===== src/sv/fsfc_pkg.sv =====
// ============================================================================
// fsfc_pkg: shared types, constants and CRC function
// This package holds the result item type, the sizes that follow from the
// search window and the sector size limit, and the byte-wide CCITT CRC step.
// ============================================================================
package fsfc_pkg;

    localparam int unsigned SEARCH_LIMIT  = 80;
    localparam int unsigned MAX_SIZE_CODE = 7;

    // The offset counter must reach SEARCH_LIMIT + 1.
    localparam int unsigned OFS_W = $clog2(SEARCH_LIMIT + 2);
    // The data counter must hold 128 << MAX_SIZE_CODE.
    localparam int unsigned DCNT_W = 8 + MAX_SIZE_CODE;

    localparam logic [15:0] CRC_SEED   = 16'hCDB4;
    localparam logic [15:0] CRC_POLY   = 16'h1021;
    localparam logic [7:0]  ID_MARK    = 8'hFE;
    localparam logic [7:0]  SYNC_BYTE  = 8'hA1;
    localparam logic [7:0]  DATA_MARK  = 8'hFB;
    localparam logic [15:0] SYNC_PAIR  = {SYNC_BYTE, SYNC_BYTE};

    localparam int unsigned IDX_CYL  = 0;
    localparam int unsigned IDX_HEAD = 1;
    localparam int unsigned IDX_SEC  = 2;
    localparam int unsigned IDX_SIZE = 3;

    // One raw track byte with its start flag.
    typedef struct packed {
        logic [7:0] track_byte;
        logic       sector_start;
    } track_item_t;

    // One result item.
    typedef struct packed {
        logic       is_status;
        logic [7:0] data_byte;
        logic [7:0] cylinder;
        logic [7:0] head;
        logic [7:0] sector;
        logic [2:0] size_code;
        logic       id_crc_error;
        logic       data_crc_error;
        logic       data_mark_missing;
        logic       last;
    } result_t;

    // CCITT CRC, MSB first, advanced by one byte.
    function automatic logic [15:0] crc_update(input logic [15:0] crc_in,
                                               input logic [7:0]  data);
        logic [15:0] crc;
        logic [7:0]  b;
        crc = crc_in;
        b   = data;
        for (int k = 0; k < 8; k++)
        begin
            if (crc[15] ^ b[7])
            begin
                crc = {crc[14:0], 1'b0} ^ CRC_POLY;
            end
            else
            begin
                crc = {crc[14:0], 1'b0};
            end
            b = {b[6:0], 1'b0};
        end
        return crc;
    endfunction

endpackage


===== src/sv/fsfc_in_stage.sv =====
// ============================================================================
// fsfc_in_stage: input register
// Holds one track byte request until the checker core takes it.
// ============================================================================
module fsfc_in_stage (
    input  logic                  clk,
    input  logic                  rst_n,
    input  logic                  s_valid,
    output logic                  s_ready,
    input  fsfc_pkg::track_item_t s_item,
    output logic                  item_valid,
    output fsfc_pkg::track_item_t item,
    input  logic                  item_take
);

    logic                  valid_reg;
    logic                  valid_next;
    fsfc_pkg::track_item_t item_reg;

    assign s_ready    = !valid_reg || item_take;
    assign valid_next = (s_valid && s_ready) ? 1'b1 : (valid_reg && !item_take);

    always_ff @(posedge clk or negedge rst_n)
    begin
        if (!rst_n)
        begin
            valid_reg <= 1'b0;
        end
        else
        begin
            valid_reg <= valid_next;
        end
    end

    always_ff @(posedge clk)
    begin
        if (s_valid && s_ready)
        begin
            item_reg <= s_item;
        end
    end

    assign item_valid = valid_reg;
    assign item       = item_reg;

endmodule


===== src/sv/fsfc_core.sv =====
// ============================================================================
// fsfc_core: sector field state machine
// Walks the ID field, searches for the data mark, forwards the data bytes
// and builds the status item, with a byte-wide CRC update per request.
// ============================================================================
module fsfc_core (
    input  logic                  clk,
    input  logic                  rst_n,
    input  logic                  item_valid,
    input  fsfc_pkg::track_item_t item,
    output logic                  item_take,
    input  logic                  res_space,
    output logic                  res_push,
    output fsfc_pkg::result_t     res
);

    typedef enum logic [2:0] {
        PH_IDLE,
        PH_ID,
        PH_SEARCH,
        PH_DATA,
        PH_CRC_HI,
        PH_CRC_LO
    } phase_t;

    phase_t                        phase_reg,   phase_next;
    logic [fsfc_pkg::OFS_W-1:0]    ofs_reg,     ofs_next;
    logic [fsfc_pkg::DCNT_W-1:0]   dcnt_reg,    dcnt_next;
    logic [15:0]                   crc_reg,     crc_next;
    logic [15:0]                   recent_reg,  recent_next;
    logic [7:0]                    id_reg [4];
    logic [7:0]                    id_next [4];
    logic                          id_bad_reg,  id_bad_next;
    logic [7:0]                    crc_hi_reg,  crc_hi_next;

    logic [7:0]  byte_in;
    logic [2:0]  eff_size;
    logic [15:0] crc_step;
    logic [15:0] disk_crc;

    assign item_take = item_valid && res_space;
    assign byte_in   = item.track_byte;
    assign crc_step  = fsfc_pkg::crc_update(crc_reg, byte_in);
    assign disk_crc  = {crc_hi_reg, byte_in};
    assign eff_size  = (id_reg[fsfc_pkg::IDX_SIZE] > 8'(fsfc_pkg::MAX_SIZE_CODE))
                     ? 3'(fsfc_pkg::MAX_SIZE_CODE) : id_reg[fsfc_pkg::IDX_SIZE][2:0];

    always_comb
    begin
        phase_next  = phase_reg;
        ofs_next    = ofs_reg;
        dcnt_next   = dcnt_reg;
        crc_next    = crc_reg;
        recent_next = recent_reg;
        id_next     = id_reg;
        id_bad_next = id_bad_reg;
        crc_hi_next = crc_hi_reg;
        res_push    = 1'b0;
        res         = '0;

        if (item_take)
        begin
            case (phase_reg)
                PH_IDLE:
                begin
                    if (item.sector_start && byte_in == fsfc_pkg::ID_MARK)
                    begin
                        crc_next    = fsfc_pkg::crc_update(fsfc_pkg::CRC_SEED,
                                                           fsfc_pkg::ID_MARK);
                        ofs_next    = fsfc_pkg::OFS_W'(1);
                        recent_next = '0;
                        id_bad_next = 1'b0;
                        phase_next  = PH_ID;
                    end
                end
                PH_ID:
                begin
                    if (ofs_reg >= fsfc_pkg::OFS_W'(1) && ofs_reg <= fsfc_pkg::OFS_W'(4))
                    begin
                        id_next[2'(ofs_reg - fsfc_pkg::OFS_W'(1))] = byte_in;
                        crc_next = crc_step;
                    end
                    else if (ofs_reg == fsfc_pkg::OFS_W'(5))
                    begin
                        crc_hi_next = byte_in;
                    end
                    else
                    begin
                        id_bad_next = (disk_crc != crc_reg);
                        phase_next  = PH_SEARCH;
                    end
                    ofs_next = ofs_reg + fsfc_pkg::OFS_W'(1);
                end
                PH_SEARCH:
                begin
                    if (ofs_reg >= fsfc_pkg::OFS_W'(9) && recent_reg == fsfc_pkg::SYNC_PAIR
                        && byte_in == fsfc_pkg::DATA_MARK)
                    begin
                        crc_next   = fsfc_pkg::crc_update(fsfc_pkg::CRC_SEED,
                                                          fsfc_pkg::DATA_MARK);
                        dcnt_next  = fsfc_pkg::DCNT_W'(128) << eff_size;
                        phase_next = PH_DATA;
                    end
                    else if (ofs_reg >= fsfc_pkg::OFS_W'(fsfc_pkg::SEARCH_LIMIT + 1))
                    begin
                        // Window exhausted without a data mark.
                        res_push              = 1'b1;
                        res.is_status         = 1'b1;
                        res.cylinder          = id_reg[fsfc_pkg::IDX_CYL];
                        res.head              = id_reg[fsfc_pkg::IDX_HEAD];
                        res.sector            = id_reg[fsfc_pkg::IDX_SEC];
                        res.size_code         = eff_size;
                        res.id_crc_error      = id_bad_reg;
                        res.data_crc_error    = 1'b1;
                        res.data_mark_missing = 1'b1;
                        res.last              = 1'b1;
                        phase_next            = PH_IDLE;
                    end
                    else
                    begin
                        recent_next = {recent_reg[7:0], byte_in};
                        ofs_next    = ofs_reg + fsfc_pkg::OFS_W'(1);
                    end
                end
                PH_DATA:
                begin
                    crc_next      = crc_step;
                    res_push      = 1'b1;
                    res.data_byte = byte_in;
                    dcnt_next     = dcnt_reg - fsfc_pkg::DCNT_W'(1);
                    if (dcnt_reg == fsfc_pkg::DCNT_W'(1))
                    begin
                        phase_next = PH_CRC_HI;
                    end
                end
                PH_CRC_HI:
                begin
                    crc_hi_next = byte_in;
                    phase_next  = PH_CRC_LO;
                end
                PH_CRC_LO:
                begin
                    res_push              = 1'b1;
                    res.is_status         = 1'b1;
                    res.cylinder          = id_reg[fsfc_pkg::IDX_CYL];
                    res.head              = id_reg[fsfc_pkg::IDX_HEAD];
                    res.sector            = id_reg[fsfc_pkg::IDX_SEC];
                    res.size_code         = eff_size;
                    res.id_crc_error      = id_bad_reg;
                    res.data_crc_error    = (disk_crc != crc_reg);
                    res.data_mark_missing = 1'b0;
                    res.last              = 1'b1;
                    phase_next            = PH_IDLE;
                end
                default:
                begin
                    phase_next = PH_IDLE;
                end
            endcase
        end
    end

    always_ff @(posedge clk or negedge rst_n)
    begin
        if (!rst_n)
        begin
            phase_reg  <= PH_IDLE;
            ofs_reg    <= '0;
            dcnt_reg   <= '0;
            crc_reg    <= fsfc_pkg::CRC_SEED;
            recent_reg <= '0;
            id_reg     <= '{default: 8'h00};
            id_bad_reg <= 1'b0;
            crc_hi_reg <= '0;
        end
        else
        begin
            phase_reg  <= phase_next;
            ofs_reg    <= ofs_next;
            dcnt_reg   <= dcnt_next;
            crc_reg    <= crc_next;
            recent_reg <= recent_next;
            id_reg     <= id_next;
            id_bad_reg <= id_bad_next;
            crc_hi_reg <= crc_hi_next;
        end
    end

    // A status item always closes the sector.
    a_status_ends: assert property (@(posedge clk) disable iff (!rst_n)
        (res_push && res.is_status) |=> (phase_reg == PH_IDLE))
        else $error("phase did not return to idle after a status item");

    // Data bytes flow only while the byte count is still running.
    a_data_count: assert property (@(posedge clk) disable iff (!rst_n)
        (res_push && !res.is_status) |-> (dcnt_reg != '0))
        else $error("data byte emitted with an empty byte count");

    // Entering the data phase loads a nonzero length.
    a_data_load: assert property (@(posedge clk) disable iff (!rst_n)
        ($past(phase_reg) == PH_SEARCH && phase_reg == PH_DATA) |-> (dcnt_reg != '0))
        else $error("data phase entered with a zero length");

    // The search never runs past the end of its window.
    a_window: assert property (@(posedge clk) disable iff (!rst_n)
        (phase_reg == PH_SEARCH) |-> (ofs_reg <= fsfc_pkg::OFS_W'(fsfc_pkg::SEARCH_LIMIT + 1)))
        else $error("search offset ran past the window");

endmodule


===== src/sv/fsfc_out_buf.sv =====
// ============================================================================
// fsfc_out_buf: two-entry result buffer
// Registers result items so the core keeps working while the sink stalls.
// ============================================================================
module fsfc_out_buf (
    input  logic              clk,
    input  logic              rst_n,
    input  logic              push,
    input  fsfc_pkg::result_t push_data,
    output logic              space,
    output logic              m_valid,
    input  logic              m_ready,
    output fsfc_pkg::result_t m_data
);

    fsfc_pkg::result_t mem_reg [2];
    logic              wr_ptr_reg, wr_ptr_next;
    logic              rd_ptr_reg, rd_ptr_next;
    logic [1:0]        count_reg,  count_next;
    logic              pop;

    assign space   = (count_reg != 2'd2);
    assign m_valid = (count_reg != 2'd0);
    assign m_data  = mem_reg[rd_ptr_reg];
    assign pop     = m_valid && m_ready;

    always_comb
    begin
        wr_ptr_next = push ? !wr_ptr_reg : wr_ptr_reg;
        rd_ptr_next = pop  ? !rd_ptr_reg : rd_ptr_reg;
        count_next  = count_reg + 2'(push) - 2'(pop);
    end

    always_ff @(posedge clk or negedge rst_n)
    begin
        if (!rst_n)
        begin
            wr_ptr_reg <= 1'b0;
            rd_ptr_reg <= 1'b0;
            count_reg  <= 2'd0;
        end
        else
        begin
            wr_ptr_reg <= wr_ptr_next;
            rd_ptr_reg <= rd_ptr_next;
            count_reg  <= count_next;
        end
    end

    always_ff @(posedge clk)
    begin
        if (push)
        begin
            mem_reg[wr_ptr_reg] <= push_data;
        end
    end

    a_no_overflow: assert property (@(posedge clk) disable iff (!rst_n)
        push |-> (count_reg != 2'd2 || pop))
        else $error("result pushed into a full buffer");

    a_ptr_gap: assert property (@(posedge clk) disable iff (!rst_n)
        (count_reg == 2'd1) |-> (wr_ptr_reg != rd_ptr_reg))
        else $error("buffer pointers disagree with the fill count");

    a_count_range: assert property (@(posedge clk) disable iff (!rst_n)
        count_reg != 2'd3)
        else $error("buffer fill count out of range");

endmodule


===== src/sv/floppy_sector_field_checker_unit.sv =====
// ============================================================================
// floppy_sector_field_checker_unit: MFM sector ID and data CRC checker
// Parses raw track bytes into sector data bytes and one status item per sector.
// ============================================================================
// When the sink keeps up, the unit takes one raw track byte per cycle and
// delivers one result per cycle. A byte is registered in an input register,
// and its result is registered in a two-entry result buffer, from which it is
// presented on the output.
// The CRC update is one byte-wide step in the core, which sets the cycle time.
// A byte flagged as a sector start that equals FE opens a
// sector: the next four bytes are C, H, R and N, followed by the ID CRC, high
// byte first. The unit then searches for A1 A1 FB, with the first A1 at
// offset 7 up to SEARCH_LIMIT-1 from the ID mark, forwards the 128 << N data
// bytes (N saturated at MAX_SIZE_CODE) and checks the data CRC over FB and
// the data against the two bytes that follow. Each sector ends with a status
// request carrying C, H, R, N and the error flags, with tlast high. If the
// data mark never shows up, the status request is sent on the byte at offset
// SEARCH_LIMIT+1 with the missing-mark and data CRC error flags set. Start
// flags on other bytes, or while a sector is in progress, are ignored.
// ============================================================================
module floppy_sector_field_checker_unit (
    input  logic        clk,
    input  logic        rst_n,
    input  logic        s_tvalid,
    output logic        s_tready,
    input  logic [7:0]  s_tdata,   // [7:0] track_byte
    input  logic        s_tuser,   // [0] sector_start
    output logic        m_tvalid,
    input  logic        m_tready,
    // [7:0] data_byte, [15:8] cylinder, [23:16] head, [31:24] sector,
    // [34:32] size_code, [35] id_crc_error, [36] data_crc_error,
    // [37] data_mark_missing, [39:38] zero
    output logic [39:0] m_tdata,
    output logic        m_tuser,   // [0] is_status
    output logic        m_tlast
);

    fsfc_pkg::track_item_t s_item;
    fsfc_pkg::track_item_t item;
    fsfc_pkg::result_t     res;
    fsfc_pkg::result_t     out_res;
    logic                  item_valid;
    logic                  item_take;
    logic                  res_space;
    logic                  res_push;

    assign s_item.track_byte   = s_tdata;
    assign s_item.sector_start = s_tuser;

    // Input register: holds the byte until the core can process it.
    fsfc_in_stage u_in (
        .clk        (clk),
        .rst_n      (rst_n),
        .s_valid    (s_tvalid),
        .s_ready    (s_tready),
        .s_item     (s_item),
        .item_valid (item_valid),
        .item       (item),
        .item_take  (item_take)
    );

    // Core: sector state machine and CRC check, one byte per cycle while the result buffer has space.
    fsfc_core u_core (
        .clk        (clk),
        .rst_n      (rst_n),
        .item_valid (item_valid),
        .item       (item),
        .item_take  (item_take),
        .res_space  (res_space),
        .res_push   (res_push),
        .res        (res)
    );

    // Result buffer: decouples the core from a stalling sink.
    fsfc_out_buf u_out (
        .clk       (clk),
        .rst_n     (rst_n),
        .push      (res_push),
        .push_data (res),
        .space     (res_space),
        .m_valid   (m_tvalid),
        .m_ready   (m_tready),
        .m_data    (out_res)
    );

    assign m_tdata = {2'b00,
                      out_res.data_mark_missing,
                      out_res.data_crc_error,
                      out_res.id_crc_error,
                      out_res.size_code,
                      out_res.sector,
                      out_res.head,
                      out_res.cylinder,
                      out_res.data_byte};
    assign m_tuser = out_res.is_status;
    assign m_tlast = out_res.last;

endmodule


===== config.mk =====
export PLATFORM = sky130hd
export DESIGN_NAME = floppy_sector_field_checker_unit
export DESIGN_NICKNAME = d
export VERILOG_FILES = /design/src/sv/fsfc_pkg.sv /design/src/sv/fsfc_in_stage.sv /design/src/sv/fsfc_core.sv /design/src/sv/fsfc_out_buf.sv /design/src/sv/floppy_sector_field_checker_unit.sv
export SDC_FILE = /design/constraint.sdc
export NUM_CORES = 1
export LEC_CHECK = 0
export BUFFER_PORTS_ARGS = -buffer_cell sky130_fd_sc_hd__buf_2
export CAP_MARGIN = 10
export CORE_ASPECT_RATIO = 0.9
export CORE_MARGIN = 2
export CORE_UTILIZATION = 57
export DETAILED_ROUTE_END_ITERATION = 16
export PLACE_DENSITY = 0.8
export SYNTH_ARGS = -nofsm -noshare
export SYNTH_HDL_FRONTEND = slang
export SYNTH_SLANG_ARGS = --single-unit

===== constraint.sdc =====
create_clock -name clk -period 8.9 [get_ports clk]
set_input_delay 0 -clock clk [delete_from_list [all_inputs] [get_ports clk]]
set_output_delay 0 -clock clk [all_outputs]
set_load 0.03 [all_outputs]

==> results_dict.tcl, run 1 <==
set metrics [dict create \
    status "finished, final reports clean" \
    cp_top_family "simple AND/OR/NAND/NOR gates" \
    die_area_um2 16400 \
    largest_register_ffs 78 \
    cts_buffers 17 \
    setup.worst_path.end "u_out.mem_reg[0][31]" \
    synth.yosys.warnings 0 \
    setup_violations 0 \
    num_rows 42 \
    tightest_slew_ps 1150 \
    worst_setup_path_end_kind "flop" \
    rr_worst_depth 8 \
    grtUsageTotal_pct 22.7 \
    postCtsSetupBuffers 0 \
    synth-seq-cells 190 \
    yosysSeqAreaShare_pct 59.4 \
    io_pins 57 \
    synth_edf_count 87 \
    finalHoldViolations 0 \
    maxCapViolCount 0 \
    clock_latency_ps 450 \
    clk_pin_slew_ps 70 \
    firstDrtPassIters 5 \
    clock_skew_ps 15.8 \
    final.setup.worst_slack_ps 5160 \
    vdd_drop_max_mv 0.225 \
    fmax_mhz 267 \
    gp_congestion 0.875 \
    crit_start "u_core.ofs_reg[1]" \
    min_path_type "in2async" \
    cp_cell_sequence "inv_1 > ha_1 > or4_4 > a2111o_1 > nand3_2 > nand3_2 > o211ai_2 > nor2b_4" \
    cts_root_buf "clkbuf_16" \
    postSynthCellCount 706 \
    initial_utilization_pct 58.9 \
    crit_path_top_delay_cell "nor2b_4" \
    r2r_start "u_core.ofs_reg[1]" \
    cpPeakStageDelay_ps 970 \
    grt_pass1_wl_um 28400 \
    drive_gt1_share_pct 25.8 \
    drt_iter0_drc 409 \
    cts_hold_buf 12 \
    critPathKind "reg2reg" \
    clock_sink_count 190 \
    wl_per_cell_um 18.2 \
    grt_setup_unrepaired "false" \
    grt_max_degree 72 \
    drc 0 \
    antenna_found_initial 0 \
    core_area_um2 14900 \
    postRouteWirelength_um 17600 \
    path_common_cell "nand3_2" \
    cp.arrival_ps 3800 \
    post-route-period-util_pct 42.1 \
    dp_worst_setup_slack_ps 5120 \
    powerDensity_nw_per_um2 344 \
    chipWidth_um 135 \
    worstPathRequired_ps 8950 \
    drv_slew 0 \
    vias 5614 \
    nNetsFinal 780 \
    crit_cells 8 \
    worstReg2RegEnd "u_out.mem_reg[0][31]" \
    layout_min_cycle_time_ps 3740 \
    critPathLaunchType "flop" \
    crit_path_max_fanout 39 \
    grt-ovfl-total 0 \
    vias_per_cell 5.79 \
    synth_flop_cell "dfrtp_1" \
    cts_resized 0 \
    synthDistinctLibCells 60 \
    async_flop_share_pct 54.2 \
    grt_pass1_vias 5572 \
    n_fill_cell 1075 \
    clockBufferDepth 2 \
    tns_ps 0 \
    die_height_um 122 \
    power_leakage_nw 4.02 \
    drtAntennaViolNets 0 \
    area_growth_pct 12.8 \
    dp_hpwl_um 11400 \
    netlist_area_um2 8750 \
    ff2ff_setup_slack_ps 5160 \
    final_cell_mix "94 x dfrtp_1, 87 x edfxtp_1, 81 x mux2_2, 64 x nand2_1, 53 x buf_2" \
    htree_levels 4 \
    slew_headroom_pct 23.1 \
    avgSynthCellArea_um2 12.4 \
    final_common_cell "dfrtp_1" \
    port_buffers 54 \
    path_buf_inv 1 \
    tritoncts "done" \
    n_antenna_cell 0 \
]
power by group:
part	total, W	internal, W	switching [W]
Combinational	0.00125	0.000488	0.000757
Clock	0.000758	0.000382	0.000376
Sequential	0.00140	0.00118	0.000217
layout make-up:
cell class                      count  area [µm²]  share of cell area (%)
Clock buffer                       17         425                    4.31
Clock inverter                     15         175                    1.77
Inverter                           17        63.8                   0.646
Timing Repair Buffer               72         442                    4.47
Sequential cell                   190        5200                    52.7
Tap cell                          198         248                    2.51
Multi-Input combinational cell    460        3320                    33.6
metrics by stage:
step	hold slack (ps)	utilization, %	area [µm²]	instances	total power (W)
3_5_place_dp	-21.3	61.5	9140	924	0.00263
4_1_cts	54.7	66.3	9860	968	0.00340
5_1_grt	98.1	66.4	9870	969	0.00358
3_3_place_gp	-35.1	61.5	9140	924	0.00257
6_report	45.4	66.4	9870	969	0.00340
2_1_floorplan	-296	-	8760	707	0.00232
routing by layer:
| metal | part of all wire, % | up-vias | global-route usage [%] | wire length, µm |
|---|---|---|---|---|
| li1 | - | 2632 | - | - |
| met1 | 43 | 2792 | 30.2 | 7610 |
| met2 | 50 | 158 | 37.9 | 8750 |
| met3 | 5.0 | 32 | 4.16 | 877 |
| met4 | 2.1 | 0 | 8.16 | 369 |
| met5 | 0 | - | 0 | 0 |
worst min path at each step:
stage	startpoint	endpoint	slack (ps)	cells past startpoint
final	rst_n	u_core.recent_reg[10]	50	2
after global routing	rst_n	u_core.recent_reg[10]	100	2
after CTS	rst_n	u_core.recent_reg[14]	50	2
after detailed placement	rst_n	u_core.recent_reg[14]	-20	1
after global placement	rst_n	u_core.ofs_reg[6]	-40	1
after floorplan	rst_n	u_core.crc_hi_reg[0]	-300	0
Yosys cell counts, types with 2 or more instances:
master | count | area, µm²
xor2_1 | 31 | 272
a31oi_1 | 6 | 37.5
clkbuf_1 | 21 | 78.8
or3_1 | 6 | 37.5
o41ai_1 | 2 | 17.5
nand3_1 | 19 | 95.1
xnor2_1 | 17 | 149
edfxtp_1 | 87 | 2610
inv_1 | 17 | 63.8
a221o_1 | 4 | 40.0
a21oi_1 | 18 | 90.1
or2_2 | 3 | 18.8
o31ai_1 | 2 | 15.0
nand4_1 | 4 | 25.0
nor4_1 | 11 | 68.8
buf_2 | 9 | 45.0
nor2_1 | 29 | 109
nand2_1 | 64 | 240
buf_4 | 4 | 30.0
nand3_2 | 2 | 20.0
o2bb2ai_1 | 3 | 26.3
nor2b_1 | 5 | 31.3
nor3_1 | 14 | 70.1
dfstp_2 | 9 | 236
o21ai_1 | 17 | 85.1
nand2b_1 | 6 | 37.5
buf_1 | 5 | 18.8
o21a_1 | 6 | 45.0
and2_1 | 37 | 231
o21ai_0 | 22 | 110
and3_1 | 5 | 31.3
nor3b_1 | 3 | 22.5
o211ai_2 | 2 | 25.0
o22ai_1 | 2 | 12.5
a32o_1 | 2 | 20.0
dfrtp_1 | 94 | 2350
mux2_2 | 81 | 912
ha_1 | 9 | 113
a22o_1 | 4 | 35.0
nor4b_1 | 4 | 35.0
cells by family after synthesis:
kind of cell / share of synthesized area, %
multiplexers: 10.4
buffers and inverters: 2.83
XOR/XNOR: 4.80
AO/OA/AOI/OAI: 7.91
AND/OR/NAND/NOR: 13.3
flip-flops: 59.4
other: 0.0428
adder cells (fa/ha/maj): 1.29
worst reg2reg max path, cell delays in order, from the launching register on:
cell	delay (ps)
dfrtp_1	480
inv_1	110
ha_1	240
or4_4	450
a2111o_1	490
nand3_2	180
nand3_2	140
o211ai_2	260
nor2b_4	970
Note: power is estimated with default switching activity, not from simulation.
==> run 2: changes to the inputs <==
- CORE_UTILIZATION: 57 -> 55
- clock period: 8.9 -> 3.44 ns (I/O delays scaled with it)
==> run 2 against run 1 <==
  * Flip-flop and latch count stayed put
  * Clock power grew to 2.6 times the previous value
  * Critical endpoint is now u_out.mem_reg[0][6]
  * Power grew to 2.6 times the previous value
  * Clock skew is 1.5 ps lower
  * Sequential power grew to 2.6 times the previous value
  * Die area is 3.5% higher
==> results_dict.tcl, run 2 (synthesis gave the netlist of run 1 again) <==
set metrics [dict create \
    antenna_found_initial 0 \
    n_antenna_cell 0 \
    dp_hpwl_um 12200 \
    cp.arrival_ps 3310 \
    grt_setup_unrepaired "false" \
    crit_start "u_core.ofs_reg[1]" \
    initial_utilization_pct 56.5 \
    drc 0 \
    fmax_mhz 314 \
    drv_slew 0 \
    grt-ovfl-total 0 \
    grt_pass1_vias 5793 \
    post-route-period-util_pct 92.7 \
    area_growth_pct 14.5 \
    die_area_um2 16900 \
    powerDensity_nw_per_um2 888 \
    clock_latency_ps 440 \
    place_area_um2 9290 \
    vias 5699 \
    io_pins 57 \
    chipWidth_um 137 \
    finalHoldViolations 0 \
    largest_register_ffs 78 \
    n_fill_cell 1111 \
    slew_headroom_pct 27.4 \
    wl_per_cell_um 18.6 \
    clock_sink_count 190 \
    critPathLaunchType "flop" \
    drt_iter0_drc 531 \
    maxCapViolCount 0 \
    clock_skew_ps 14.3 \
    r2r_start "u_core.ofs_reg[1]" \
    firstDrtPassIters 5 \
    gp_congestion 0.917 \
    tritoncts "done" \
    drtAntennaViolNets 0 \
    final.setup.worst_slack_ps 253 \
    final_common_cell "dfrtp_1" \
    worst_setup_path_end_kind "flop" \
    fin_area_um2 10000 \
    cts_resized 0 \
    critPathKind "reg2reg" \
    grtUsageTotal_pct 23.3 \
    crit_path_max_fanout 39 \
    layout_min_cycle_time_ps 3190 \
    htree_levels 4 \
    status "finished, final reports clean" \
    cts_root_buf "clkbuf_16" \
    cts_buffers 17 \
    worstPathRequired_ps 3570 \
    port_buffers 54 \
    num_rows 43 \
    tightest_slew_ps 1090 \
    clk_pin_slew_ps 70 \
    power_leakage_nw 4.10 \
    dp_worst_setup_slack_ps 292 \
    die_height_um 124 \
    clockBufferDepth 2 \
    nNetsFinal 794 \
    tns_ps 0 \
    final_cell_mix "94 x dfrtp_1, 87 x edfxtp_1, 81 x mux2_2, 64 x nand2_1, 53 x buf_2" \
    vias_per_cell 5.77 \
    setup_violations 0 \
    vdd_drop_max_mv 0.570 \
    core_area_um2 15500 \
    drive_gt1_share_pct 27.3 \
    min_path_type "in2async" \
    grt_max_degree 42 \
    postRouteWirelength_um 18400 \
    grt_pass1_wl_um 29800 \
]
run 2: path summary, 6_finish.rpt:
| check | to | slack, ps | cells past startpoint |
|---|---|---|---|
| setup / recovery | u_out.mem_reg[0][6] | 250 | 9 |
| hold / removal | u_core.ofs_reg[3] | 90 | 2 |
| setup reg to reg | u_out.mem_reg[0][6] | 250 | 9 |
| hold reg to reg | u_core.recent_reg[8] | 490 | 2 |
| max in group asynchronous | u_core.id_reg[4] | 2450 | 3 |
| min in group clk | u_in.item[2] | 270 | 2 |
run 2: timing repair:
action | in CTS | in global routing
hold endpoints to repair | 50 | 0
hold buffers | 12 | 0
buffers inserted | 0 | 0
run 2: per-layer routing:
layer	vias up	track usage, %	part of all wire (%)
met3	31	4.68	4.2
met5	-	0	0
met4	0	9.09	2.2
met1	2840	29.3	43
li1	2666	-	-
met2	162	40.0	51
run 2: power by group:
group	switching (W)	internal (W)	leakage, nW
Clock	0.000933	0.00106	0.298
Sequential	0.000537	0.00305	2.14
Combinational	0.00199	0.00131	1.66
Total	0.00346	0.00543	4.10
run 2: critical path, stage by stage, from the launching register on:
cell,delay [ps]
dfrtp_1,500
inv_1,110
ha_1,240
or4_4,450
a2111o_1,490
nand3_2,180
nand3_2,160
o211ai_2,250
nor2b_4,220
buf_12,240
run 2: final cells by class:
| cell class | count | area [µm²] | area share [%] |
|---|---|---|---|
| sequential | 190 | 5200 | 51.9 |
| inverter | 17 | 63.8 | 0.637 |
| clock buffer | 18 | 439 | 4.38 |
| clock inverter | 14 | 171 | 1.71 |
| tap | 202 | 253 | 2.52 |
| multi-input combinational | 460 | 3320 | 33.2 |
| timing repair buffer | 86 | 568 | 5.67 |
run 2: per-stage QoR:
| stage | instances | util (%) | hold slack [ps] | power, W |
|---|---|---|---|---|
| 2_1_floorplan | 707 | - | -296 | 0.00601 |
| 3_3_place_gp | 943 | 59.9 | 6.00 | 0.00672 |
| 3_5_place_dp | 943 | 59.9 | 17.1 | 0.00689 |
| 4_1_cts | 987 | 64.6 | 88.1 | 0.00892 |
| 5_1_grt | 987 | 64.6 | 127 | 0.00943 |
| 6_report | 987 | 64.6 | 87.6 | 0.00889 |
